==> src/bsad_pkg.sv <==
`timescale 1ns / 1ps
// ---------------------------------------------------------------------------
// bsad_pkg - shared types and constants for the B-spline audio downsampler
// Sample, ratio and accumulator widths, register map and the fixed
// constants of the output scaling and rounding.
// ---------------------------------------------------------------------------
package bsad_pkg;

	// Field widths
	localparam int SAMPLE_W   = 16;
	localparam int RATIO_W    = 24;
	localparam int RATIO_FRAC = 16;
	localparam int RATIO_INT  = RATIO_W - RATIO_FRAC;
	localparam int COUNT_W    = 9;
	localparam int TAPS       = 4;

	// Ratio register, Q8.16, reset value 40.584...
	localparam logic [RATIO_W-1:0] RATIO_RESET = 24'd2659739;
	localparam logic [RATIO_INT-1:0] RATIO_INT_MIN = 8'd2;

	// Register map
	localparam int ADDR_W = 3;
	localparam int DATA_W = 32;
	localparam logic [ADDR_W-1:0] ADDR_RATIO = 3'd0;

	// Spline coefficient and accumulator widths (16 fraction bits in acc)
	localparam int K_W      = 21;
	localparam int ACC_W    = 38;
	localparam int ACC_FRAC = 16;

	// Output scaling: round(|acc| * 32767 / (3 * 2^32)) via shift then /3
	localparam logic [14:0] SCALE_MUL = 15'd32767;
	localparam int MAG_W   = ACC_W + 15;
	localparam int BIAS_W  = MAG_W + 1;
	localparam int DIV_SHIFT = 32;
	localparam int T_W     = BIAS_W - DIV_SHIFT;
	localparam logic [BIAS_W-1:0] ROUND_BIAS = BIAS_W'(64'd3 << 31);
	localparam logic [T_W-1:0] SAT_LIMIT = T_W'(98304);
	localparam int QT_W    = 17;
	localparam int RECIP_SHIFT = 19;
	localparam logic [17:0] RECIP_3 = 18'd174763;
	localparam int QP_W    = QT_W + 18;

	localparam logic signed [SAMPLE_W-1:0] OUT_MAX = 16'sd32767;
	localparam logic signed [SAMPLE_W-1:0] OUT_MIN = -16'sd32768;

	// Four taps of the history, newest first
	typedef struct packed {
		logic signed [SAMPLE_W-1:0] y2;
		logic signed [SAMPLE_W-1:0] y1;
		logic signed [SAMPLE_W-1:0] y0;
		logic signed [SAMPLE_W-1:0] ym;
	} taps_t;

	localparam int TAPS_BITS = $bits(taps_t);

endpackage

==> src/bsad_queue.sv <==
`timescale 1ns / 1ps
// ---------------------------------------------------------------------------
// bsad_queue - two-entry queue between front and back
// Holds spline jobs (taps and phase) so the front can keep taking
// samples while the back is still evaluating.
// ---------------------------------------------------------------------------
module bsad_queue #(
	parameter int W = 80
) (
	input  logic         clk,
	input  logic         arst_n,
	input  logic         push,
	input  logic [W-1:0] push_data,
	output logic         full,
	input  logic         pop,
	output logic [W-1:0] pop_data,
	output logic         empty
);
	logic [W-1:0] mem_q [2];
	logic         wr_q;
	logic         rd_q;
	logic [1:0]   cnt_q;

	assign full     = (cnt_q == 2'd2);
	assign empty    = (cnt_q == 2'd0);
	assign pop_data = mem_q[rd_q];

	// storage
	always_ff @(posedge clk) begin
		if (push) begin
			mem_q[wr_q] <= push_data;
		end
	end

	// pointers and fill count
	always_ff @(posedge clk or negedge arst_n) begin
		if (!arst_n) begin
			wr_q  <= 1'b0;
			rd_q  <= 1'b0;
			cnt_q <= 2'd0;
		end else begin
			if (push) begin
				wr_q <= ~wr_q;
			end
			if (pop) begin
				rd_q <= ~rd_q;
			end
			case ({push, pop})
				2'b10:   cnt_q <= cnt_q + 2'd1;
				2'b01:   cnt_q <= cnt_q - 2'd1;
				default: cnt_q <= cnt_q;
			endcase
		end
	end
endmodule

==> src/bsad_front.sv <==
`timescale 1ns / 1ps
// ---------------------------------------------------------------------------
// bsad_front - sample intake, history and emission countdown
// Shifts each sample into the three-tap history, counts down, and on
// reaching zero queues a spline job and steps phase and countdown.
// ---------------------------------------------------------------------------
module bsad_front #(
	parameter int PHASE_BITS = 16
) (
	input  logic                                   clk,
	input  logic                                   arst_n,
	input  logic                                   sample_valid,
	output logic                                   sample_ready,
	input  logic signed [bsad_pkg::SAMPLE_W-1:0]   sample_in,
	input  logic [bsad_pkg::RATIO_W-1:0]           ratio,
	output logic                                   push,
	output bsad_pkg::taps_t                        push_taps,
	output logic [PHASE_BITS-1:0]                  push_phase,
	input  logic                                   full
);
	import bsad_pkg::*;

	localparam logic [RATIO_FRAC+PHASE_BITS-1:0] RST_WIDE =
		{RATIO_RESET[RATIO_FRAC-1:0], {PHASE_BITS{1'b0}}};
	localparam logic [PHASE_BITS-1:0] RST_PHASE =
		RST_WIDE[RATIO_FRAC+PHASE_BITS-1:RATIO_FRAC];
	localparam logic [COUNT_W-1:0] RST_COUNT =
		COUNT_W'(RATIO_RESET[RATIO_W-1:RATIO_FRAC]) + COUNT_W'(2);

	logic signed [SAMPLE_W-1:0]          tap_q [TAPS-1];
	logic [COUNT_W-1:0]                  count_q;
	logic [PHASE_BITS-1:0]               phase_q;
	logic                                take;
	logic [COUNT_W-1:0]                  count_dec;
	logic                                emit;
	logic [RATIO_INT-1:0]                ratio_int;
	logic [RATIO_FRAC+PHASE_BITS-1:0]    frac_wide;
	logic [PHASE_BITS-1:0]               frac_al;
	logic [PHASE_BITS:0]                 phase_sum;
	logic [COUNT_W-1:0]                  count_step;

	assign sample_ready = !full;
	assign take         = sample_valid && sample_ready;
	assign count_dec    = count_q - COUNT_W'(1);
	assign emit         = (count_dec == '0);

	// job for the back: newest sample plus the three held taps
	assign push             = take && emit;
	assign push_taps.y2     = sample_in;
	assign push_taps.y1     = tap_q[0];
	assign push_taps.y0     = tap_q[1];
	assign push_taps.ym     = tap_q[2];
	assign push_phase       = phase_q;

	// phase step: ratios below two clamp to exactly two
	always_comb begin
		frac_wide = {ratio[RATIO_FRAC-1:0], {PHASE_BITS{1'b0}}};
		if (ratio[RATIO_W-1:RATIO_FRAC] < RATIO_INT_MIN) begin
			ratio_int = RATIO_INT_MIN;
			frac_al   = '0;
		end else begin
			ratio_int = ratio[RATIO_W-1:RATIO_FRAC];
			frac_al   = frac_wide[RATIO_FRAC+PHASE_BITS-1:RATIO_FRAC];
		end
		phase_sum  = {1'b0, frac_al} + {1'b0, phase_q};
		count_step = COUNT_W'(ratio_int) + COUNT_W'(phase_sum[PHASE_BITS]);
	end

	// history shift line
	always_ff @(posedge clk or negedge arst_n) begin
		if (!arst_n) begin
			for (int i = 0; i < TAPS - 1; i++) begin
				tap_q[i] <= '0;
			end
		end else if (take) begin
			tap_q[0] <= sample_in;
			for (int i = 1; i < TAPS - 1; i++) begin
				tap_q[i] <= tap_q[i-1];
			end
		end
	end

	// countdown and phase
	always_ff @(posedge clk or negedge arst_n) begin
		if (!arst_n) begin
			count_q <= RST_COUNT;
			phase_q <= RST_PHASE;
		end else if (take) begin
			if (emit) begin
				count_q <= count_step;
				phase_q <= phase_sum[PHASE_BITS-1:0];
			end else begin
				count_q <= count_dec;
			end
		end
	end
endmodule

==> src/bsad_back.sv <==
`timescale 1ns / 1ps
// ---------------------------------------------------------------------------
// bsad_back - spline evaluation and output scaling
// Horner evaluation over three multiply/add rounds, then scale by 32767,
// round half away from zero, saturate and hold in the output register.
// ---------------------------------------------------------------------------
module bsad_back #(
	parameter int PHASE_BITS = 16
) (
	input  logic                                  clk,
	input  logic                                  arst_n,
	input  logic                                  empty,
	output logic                                  pop,
	input  bsad_pkg::taps_t                       job_taps,
	input  logic [PHASE_BITS-1:0]                 job_phase,
	output logic                                  result_valid,
	input  logic                                  result_ready,
	output logic signed [bsad_pkg::SAMPLE_W-1:0]  sample_out
);
	import bsad_pkg::*;

	localparam logic [2:0] ST_IDLE  = 3'd0;
	localparam logic [2:0] ST_MUL   = 3'd1;
	localparam logic [2:0] ST_ADD   = 3'd2;
	localparam logic [2:0] ST_SCALE = 3'd3;
	localparam logic [2:0] ST_QUOT  = 3'd4;
	localparam logic [2:0] ST_FIN   = 3'd5;

	localparam int PROD_W = ACC_W + PHASE_BITS + 1;

	logic [2:0]                  state_q;
	logic [1:0]                  iter_q;
	logic signed [K_W-1:0]       k0_q, k1_q, k2_q;
	logic [PHASE_BITS-1:0]       phase_q;
	logic signed [ACC_W-1:0]     acc_q;
	logic signed [PROD_W-1:0]    prod_q;
	logic                        neg_q;
	logic [MAG_W-1:0]            mag_q;
	logic                        sat_q;
	logic [SAMPLE_W-1:0]         quo_q;
	logic                        out_valid_q;
	logic signed [SAMPLE_W-1:0]  out_q;

	logic signed [K_W-1:0]       y2_e, y1_e, y0_e, ym_e;
	logic signed [K_W-1:0]       k0, k1, k2, k3, d1, d0;
	logic signed [K_W-1:0]       k_sel;
	logic signed [PROD_W-1:0]    prod_sh;
	logic [ACC_W-1:0]            mag;
	logic [BIAS_W-1:0]           biased;
	logic [T_W-1:0]              t_val;
	logic [QP_W-1:0]             q_prod;
	logic signed [SAMPLE_W-1:0]  out_val;
	logic                        out_free;

	assign result_valid = out_valid_q;
	assign sample_out   = out_q;
	assign out_free     = !out_valid_q || result_ready;
	assign pop          = (state_q == ST_IDLE) && !empty;

	// six-times spline coefficients
	always_comb begin
		y2_e = K_W'(job_taps.y2);
		y1_e = K_W'(job_taps.y1);
		y0_e = K_W'(job_taps.y0);
		ym_e = K_W'(job_taps.ym);
		d1   = y1_e - ym_e;
		d0   = y0_e - y1_e;
		k0   = ym_e + y1_e + (y0_e <<< 2);
		k1   = d1 + (d1 <<< 1);
		k2   = (ym_e + y1_e) + ((ym_e + y1_e) <<< 1) - (y0_e <<< 2) - (y0_e <<< 1);
		k3   = d0 + (d0 <<< 1) + (y2_e - ym_e);
	end

	// coefficient for the current Horner round
	always_comb begin
		case (iter_q)
			2'd0:    k_sel = k2_q;
			2'd1:    k_sel = k1_q;
			default: k_sel = k0_q;
		endcase
	end

	// floor shift, magnitude, divide by three via reciprocal
	always_comb begin
		prod_sh = prod_q >>> PHASE_BITS;
		mag     = acc_q[ACC_W-1] ? ACC_W'(-acc_q) : ACC_W'(acc_q);
		biased  = {1'b0, mag_q} + ROUND_BIAS;
		t_val   = biased[BIAS_W-1:DIV_SHIFT];
		q_prod  = QP_W'(t_val[QT_W-1:0]) * QP_W'(RECIP_3);
	end

	// sign and saturation of the final value
	always_comb begin
		if (neg_q) begin
			out_val = sat_q ? OUT_MIN : $signed(SAMPLE_W'(0) - quo_q);
		end else begin
			out_val = sat_q ? OUT_MAX : $signed(quo_q);
		end
	end

	// datapath registers
	always_ff @(posedge clk) begin
		case (state_q)
			ST_IDLE: begin
				k0_q    <= k0;
				k1_q    <= k1;
				k2_q    <= k2;
				phase_q <= job_phase;
				acc_q   <= ACC_W'(k3) <<< ACC_FRAC;
			end
			ST_MUL: begin
				prod_q <= acc_q * $signed({1'b0, phase_q});
			end
			ST_ADD: begin
				acc_q <= ACC_W'(prod_sh) + (ACC_W'(k_sel) <<< ACC_FRAC);
			end
			ST_SCALE: begin
				neg_q <= acc_q[ACC_W-1];
				mag_q <= MAG_W'(mag) * MAG_W'(SCALE_MUL);
			end
			ST_QUOT: begin
				sat_q <= (t_val >= SAT_LIMIT);
				quo_q <= SAMPLE_W'(q_prod >> RECIP_SHIFT);
			end
			default: begin
				if (out_free) begin
					out_q <= out_val;
				end
			end
		endcase
	end

	// sequencer and output valid
	always_ff @(posedge clk or negedge arst_n) begin
		if (!arst_n) begin
			state_q     <= ST_IDLE;
			iter_q      <= 2'd0;
			out_valid_q <= 1'b0;
		end else begin
			if ((state_q == ST_FIN) && out_free) begin
				out_valid_q <= 1'b1;
			end else if (out_valid_q && result_ready) begin
				out_valid_q <= 1'b0;
			end
			case (state_q)
				ST_IDLE: begin
					if (!empty) begin
						iter_q  <= 2'd0;
						state_q <= ST_MUL;
					end
				end
				ST_MUL: begin
					state_q <= ST_ADD;
				end
				ST_ADD: begin
					iter_q  <= iter_q + 2'd1;
					state_q <= (iter_q == 2'd2) ? ST_SCALE : ST_MUL;
				end
				ST_SCALE: begin
					state_q <= ST_QUOT;
				end
				ST_QUOT: begin
					state_q <= ST_FIN;
				end
				ST_FIN: begin
					if (out_free) begin
						state_q <= ST_IDLE;
					end
				end
				default: begin
					state_q <= ST_IDLE;
				end
			endcase
		end
	end
endmodule

==> src/bspline_audio_downsampler.sv <==
`timescale 1ns / 1ps
// ---------------------------------------------------------------------------
// bspline_audio_downsampler - cubic B-spline 4-point audio downsampler
// Decimates a Q1.15 sample stream by a Q8.16 ratio, evaluating a
// third-order B-spline over the last four samples at each output point.
//
//   channel   direction  handshake                      payload
//   sample    in         sample_valid / sample_ready    sample_in
//   result    out        result_valid / result_ready    sample_out
//   config    in         APB psel/penable/pwrite        paddr, pwdata, prdata
//
// A sample is taken on a valid/ready handshake; the history and countdown update at once.
// Each result passes through the back in order: job load, three multiply/add
// rounds of the shared Horner multiplier, two scaling steps, output load.
// A two-entry job queue sits between front and back; the front stalls
// whenever the queue is full.
// Reset clears history, restores the ratio and its countdown and phase.
// ---------------------------------------------------------------------------
module bspline_audio_downsampler #(
	parameter int PHASE_BITS = 16
) (
	input  logic                                  clk,
	input  logic                                  arst_n,
	input  logic                                  sample_valid,
	output logic                                  sample_ready,
	input  logic signed [bsad_pkg::SAMPLE_W-1:0]  sample_in,
	output logic                                  result_valid,
	input  logic                                  result_ready,
	output logic signed [bsad_pkg::SAMPLE_W-1:0]  sample_out,
	input  logic                                  psel,
	input  logic                                  penable,
	input  logic                                  pwrite,
	input  logic [bsad_pkg::ADDR_W-1:0]           paddr,
	input  logic [bsad_pkg::DATA_W-1:0]           pwdata,
	output logic [bsad_pkg::DATA_W-1:0]           prdata,
	output logic                                  pready
);
	import bsad_pkg::*;

	localparam int QW = TAPS_BITS + PHASE_BITS;

	logic [RATIO_W-1:0]     ratio_q;
	logic                   push;
	taps_t                  push_taps;
	logic [PHASE_BITS-1:0]  push_phase;
	logic                   full;
	logic                   pop;
	logic                   empty;
	logic [QW-1:0]          pop_data;
	taps_t                  job_taps;
	logic [PHASE_BITS-1:0]  job_phase;

	// register port
	assign pready = 1'b1;
	assign prdata = (paddr == ADDR_RATIO) ? DATA_W'(ratio_q) : '0;

	always_ff @(posedge clk or negedge arst_n) begin
		if (!arst_n) begin
			ratio_q <= RATIO_RESET;
		end else if (psel && penable && pwrite && pready && (paddr == ADDR_RATIO)) begin
			ratio_q <= pwdata[RATIO_W-1:0];
		end
	end

	// intake and countdown
	bsad_front #(
		.PHASE_BITS (PHASE_BITS)
	) u_front (
		.clk          (clk),
		.arst_n       (arst_n),
		.sample_valid (sample_valid),
		.sample_ready (sample_ready),
		.sample_in    (sample_in),
		.ratio        (ratio_q),
		.push         (push),
		.push_taps    (push_taps),
		.push_phase   (push_phase),
		.full         (full)
	);

	// job queue
	bsad_queue #(
		.W (QW)
	) u_queue (
		.clk       (clk),
		.arst_n    (arst_n),
		.push      (push),
		.push_data ({push_taps, push_phase}),
		.full      (full),
		.pop       (pop),
		.pop_data  (pop_data),
		.empty     (empty)
	);

	assign job_taps  = pop_data[QW-1:PHASE_BITS];
	assign job_phase = pop_data[PHASE_BITS-1:0];

	// spline evaluation
	bsad_back #(
		.PHASE_BITS (PHASE_BITS)
	) u_back (
		.clk          (clk),
		.arst_n       (arst_n),
		.empty        (empty),
		.pop          (pop),
		.job_taps     (job_taps),
		.job_phase    (job_phase),
		.result_valid (result_valid),
		.result_ready (result_ready),
		.sample_out   (sample_out)
	);
endmodule
==> config.mk <==
export PLATFORM = sky130hd
export DESIGN_NAME = bspline_audio_downsampler
export DESIGN_NICKNAME = d
export VERILOG_FILES = /design/src/bsad_pkg.sv /design/src/bsad_queue.sv /design/src/bsad_front.sv /design/src/bsad_back.sv /design/src/bspline_audio_downsampler.sv
export SDC_FILE = /design/constraint.sdc
export NUM_CORES = 2
export LEC_CHECK = 0
export BUFFER_PORTS_ARGS = -buffer_cell sky130_fd_sc_hd__buf_2
export CAP_MARGIN = 20
export CORE_MARGIN = 5
export CORE_UTILIZATION = 35
export DETAILED_ROUTE_END_ITERATION = 6
export PLACE_DENSITY = 0.59
export SLEW_MARGIN = 20
export SYNTH_ARGS = -nofsm -noshare
export SYNTH_HDL_FRONTEND = slang
export SYNTH_SLANG_ARGS = --single-unit
==> constraint.sdc <==
create_clock -name clk -period 12.65 [get_ports clk]
set_input_delay 1.265 -clock clk [delete_from_list [all_inputs] [get_ports clk]]
set_output_delay 1.265 -clock clk [all_outputs]
set_load 0.05 [all_outputs]
# Yosys cells after proc, flatten, opt, wreduce, memory -nomap -nowiden
# Memories as Yosys holds them, arrays and structs flattened.
# Cells that the tools add are included.
# classes
addsub	21
mul	3
order_cmp	2
n_eq_ne	12
muxes	21
bitwise	3
reduce_logical	25
# op_table
cell	n
one-hot mux 38 bit (2 select lines)	1
two-way mux 16 bit	4
adder 21 bit	3
adder 53 x 33 -> 54 bit (second input constant)	1
multiplier 38 x 17 -> 54 bit	1
multiplier 38 x 15 -> 53 bit (second input constant)	1
subtractor 16 x 16 -> 17 bit	3
one-hot mux 21 bit (2 select lines)	1
adder 17 x 18 -> 19 bit	2
adder 38 x 37 -> 38 bit	1
two-way mux 38 bit	1
negation 38 bit	1
multiplier 17 x 18 -> 35 bit (second input constant)	1
adder 16 x 16 -> 17 bit	2
two-way mux 24 bit	1
greater-or-equal comparator 22 x 17 -> 1 bit (second input constant)	1
subtractor 21 x 17 -> 21 bit	1
subtractor 21 x 18 -> 21 bit	1
one-hot mux 3 bit (6 select lines)	1
subtractor 1 x 16 -> 16 bit (first input constant)	1
adder 8 x 1 -> 9 bit	1
logical NOT 9 bit	1
two-way mux 9 bit	1
subtractor 9 x 1 -> 9 bit (second input constant)	1
24 further kinds	54
# totals
regBits	365
ram_bits	160
input_bits	58
output_inout_bits	51
word_cells	111
n_memories	1
# mem_list
memory	words	word_bits	read_ports	rd_ports_with_merged_regs	wr	line	text
u_queue.mem_q	2	80	1	0	1	bsad_queue.sv:19	logic [W-1:0] mem_q [2];

# Longest topological paths before layout
# depth
depth_word	6
mapped_depth	32
depth_no_buf	31

# Hierarchy
# From an unflattened synthesis, not the netlist that was laid out.
# hier_totals
hier_cells	5963
area_unflattened_um2	61412.6
# by_module_without_submodules
module	n_inst	cells_per_inst	area_per_inst_um2	seq_area_each_um2
bsad_back	1	5143	49651.4	6306.0
bsad_queue	1	265	6357.3	4904.7
bsad_front	1	465	4136.5	1841.8
bspline_audio_downsampler	1	90	1267.5	614.3

# Worst setup path before layout
# Ideal clock, no wire load.
# synth_timing
path_kind	reg2reg
from	register u_back.acc_q[0]
to	register u_back.mag_q[52] (data pin)
setup_time_ns	0.260
arrival_time_ns	8.510
required_time_ns	12.390
slack_ns	3.880
stages_incl_launch_ff	32
n_path_buf	1
synth_period_minus_slack_ns	8.770
cell_sequence	edfxtp_1 -> clkbuf_1 -> inv_1 -> ha_1 -> nand3_2 -> or4_4 -> nand2b_4 -> or3_4 -> or3_4 -> o41ai_2 -> xnor2_1 -> fa_1 -> fa_1 -> fa_1 -> inv_1 -> fa_1 -> inv_1 -> fa_1 -> inv_1 -> fa_1 -> inv_1 -> ha_1 -> a211oi_1 -> o21ai_0 -> a21oi_1 -> o21ai_0 -> or2_2 -> o221ai_1 -> a211oi_1 -> or3_1 -> a21oi_1 -> xnor2_1
# synth_via
elab_chain_len	3
# synth_lines
element	line	text
start: declaration	bsad_back.sv:35	logic signed [ACC_W-1:0] acc_q;
start signal: assignment	bsad_back.sv:109	acc_q <= ACC_W'(k3) <<< ACC_FRAC;
start signal: assignment	bsad_back.sv:115	acc_q <= ACC_W'(prod_sh) + (ACC_W'(k_sel) <<< ACC_FRAC);
negation 38 bit	bsad_back.sv:86	mag = acc_q[ACC_W-1] ? ACC_W'(-acc_q) : ACC_W'(acc_q);
two-way mux 38 bit *	bsad_back.sv:86	
multiplier 38 x 15 -> 53 bit *	bsad_back.sv:119	mag_q <= MAG_W'(mag) * MAG_W'(SCALE_MUL);
end signal: assignment	bsad_back.sv:119	
end: declaration	bsad_back.sv:38	logic [MAG_W-1:0] mag_q;
# Mark *: on every way between the ends. The rest lies on a longest branch, timed or not.
# A chain may end at the register's enable or synchronous reset.

# Worst setup path after layout
# layout_timing
from	register u_back.acc_q[1]
to	register u_back.mag_q[52] (data pin)
# Same word-level chain as after synthesis.

==> results.yml <==
drt:
  dr_total_vias: 40600
  drc_errors: 0
  drtPass1Iterations: 6
  drtAntennaViolNets: 0
  drt_iter0_drc: 1873
  wl_um: 137000
  wl_per_cell_um: 16.1
  vias_per_cell: 4.79
sta:
  tns_ps: 0
  hold_viol_final: 0
  slew_headroom_pct: 30.9
  layout_setup_ws_ps: 3020
  min_period_ps: 9630
  rsz0062_at_grt: "false"
  slew_viol_final: 0
  fin_crit_sh_pct: 76.1
  max_freq_mhz: 104
  worstMarginPinSlew_ps: 1040
  setup_violations: 0
  fin_skew_ps: 41.8
floorplanning:
  die-width_um: 428
  dieArea_um2: 183000
  row_count: 153
  initial_core_util_pct: 35.2
  core_um2: 174000
  die-height_um: 428
  io-pin-count: 109
worst_setup_path:
  startpoint_type: "register"
  max_stage_delay_ps: 710
  endpoint_kind: "register"
  critPathMaxFanout: 18
  r2r_cells: 30
  cp_slowest_cell: "edfxtp_1"
  path_common_cell: "fa_1"
  criticalPathCategory: "register to register"
  cp.required_ps: 12990
  worstPathArrival_ps: 9970
finish:
  fin_util_pct: 38.0
  area_growth_pct: 7.96
  fin_nets: 7694
  drive_gt1_share_pct: 6.03
  fillCellCount: 17300
job:
  maxCapViolCount: 0
logic_synthesis:
  synth-edff-count: 365
  yosysTopAreaCell: "fa_1"
  synth_area_leaders: "fa_1, edfxtp_1, ha_1"
  yosysMostFrequentCell: "inv_1"
  synthTopCellsByCount: "inv_1, fa_1, nand2_1"
  seq_area_frac_synth_pct: 22.3
  synth_ff_type: "edfxtp_1"
  netlist_instances: 6101
  ys_async_sr_fraction_pct: 22.7
  avgSynthCellArea_um2: 10.0
  ys_warn_count: 0
  synth_seq_cells: 472
  yosysUniqueCellTypes: 80
  synth_area_um2: 61100
  netlist.area_leader.share_pct: 31.6
min_path:
  hp-class: "register to register"
  worstHoldPathCells: 0
clocking:
  h-tree-depth: 2
  max-clock-path-buffers: 3
  cts_buffers: 51
  cts_tree: "done"
  cts-root-buf: "clkbuf_16"
  cts.sinks: 472
  postCtsSetupBuffers: 0
  clk_pin_slew_ps: 70
  holdBufCountCts: 0
  cts-resized-gates: 0
  insertion_delay_ps: 630
placed_design:
  dp_hpwl_um: 110000
  gp_congestion: 0.848
  pre_cts_slack_ps: 3020
  port_buffers: 91
grt:
  grt.total_usage_pct: 15.1
  first_global_vias: 43900
  grt_max_degree: 71
  grt-ovfl-total: 0
  grt_pass1_wl_um: 229000
  antenna_found_initial: 3
run_status:
  status: "finished clean"
[through the flow]
stage          hold WS (ps)  area [um^2]  cells
2_1_floorplan           424        61200   6108
3_3_place_gp            448        64300   8384
3_5_place_dp            455        64300   8384
4_1_cts                 442        66000   8479
5_1_grt                 460        66000   8480
6_report                453        66000   8480
[metal layers]
metal | vias to the layer above | track usage (%) | wire [um]
met5 | - | 0 | 0
met4 | 0 | 2.75 | 2160
met3 | 141 | 1.52 | 4650
met2 | 639 | 26.6 | 68100
met1 | 20500 | 20.4 | 62000
li1 | 19400 | - | -
[final cells by class]
type                    count  area (um^2)  share of cell area, %
well taps                2325         2910                   4.41
multi-input cells        4186        42000                   63.7
inverters                1239         4650                   7.04
clock inverters            32          367                  0.555
flip-flops and latches    472        13700                   20.7
repair buffers            162          991                   1.50
clock buffers              63         1380                   2.09
diodes                      1         2.50                0.00379
[registers in the layout, summed over array words and instances, names as in the netlist, 2 cells and up]
name and flops:
u_queue.cnt_q 2, u_back.quo_q 16, u_back.sample_out 16, u_back.mag_q 22, u_front.push_phase 16, u_back.state_q 3
u_front.count_q 9, u_front.push_taps 48, u_back.k1_q 18, u_back.acc_q 38, ratio_q 24, u_back.phase_q 16
u_queue.mem_q 160, u_back.k0_q 18, u_back.k2_q 21, u_back.prod_q 38, u_back.iter_q 2
[cell families after synthesis]
family / share of synthesized area [%]
buf+inv: 9.02
compound gates: 7.46
fa+ha+maj: 43.1
other cells: 0.0123
mux: 1.91
xor+xnor: 4.28
simple gates: 11.9
flops: 22.3
[final timing paths]
kind	slack [ps]	startpoint	end
max	3020	u_back.acc_q[1]$_SDFFCE_PN0P_	u_back.mag_q[52]$_DFFE_PP_
min	450	u_front.push_taps[8]$_DFFE_PN0P_	u_queue.mem_q[1][24]$_DFFE_PP_
min in group asynchronous	610	arst_n	u_front.push_taps[44]$_DFFE_PN0P_
max reg2reg	3020	u_back.acc_q[1]$_SDFFCE_PN0P_	u_back.mag_q[52]$_DFFE_PP_
min reg2reg	450	u_front.push_taps[8]$_DFFE_PN0P_	u_queue.mem_q[1][24]$_DFFE_PP_
max in group asynchronous	10530	arst_n	u_queue.rd_q$_DFFE_PN0P_
[layout by cell type (no fill, tap or decap), drive strengths merged, types with 159 or more instances in the layout]
cell type	netlist	routed
xnor2	199	199
nor2	197	197
and2	287	287
o21ai	159	159
nand2	711	711
fa	965	965
edfxtp	365	365
buf	41	162
a21oi	196	196
ha	559	559
inv	1239	1243
[worst max-delay path: cells and delay by family, from the launching register on]
kind / cells / cell delay [ps]
fa+ha+maj: 8 / 3880
simple gates: 7 / 2360
compound gates: 8 / 1530
flops: 1 / 710
xor+xnor: 2 / 440
buf+inv: 5 / 400
Power is not shown: default switching activity piles up to over one toggle a cycle in this logic, so the estimate is an artifact.
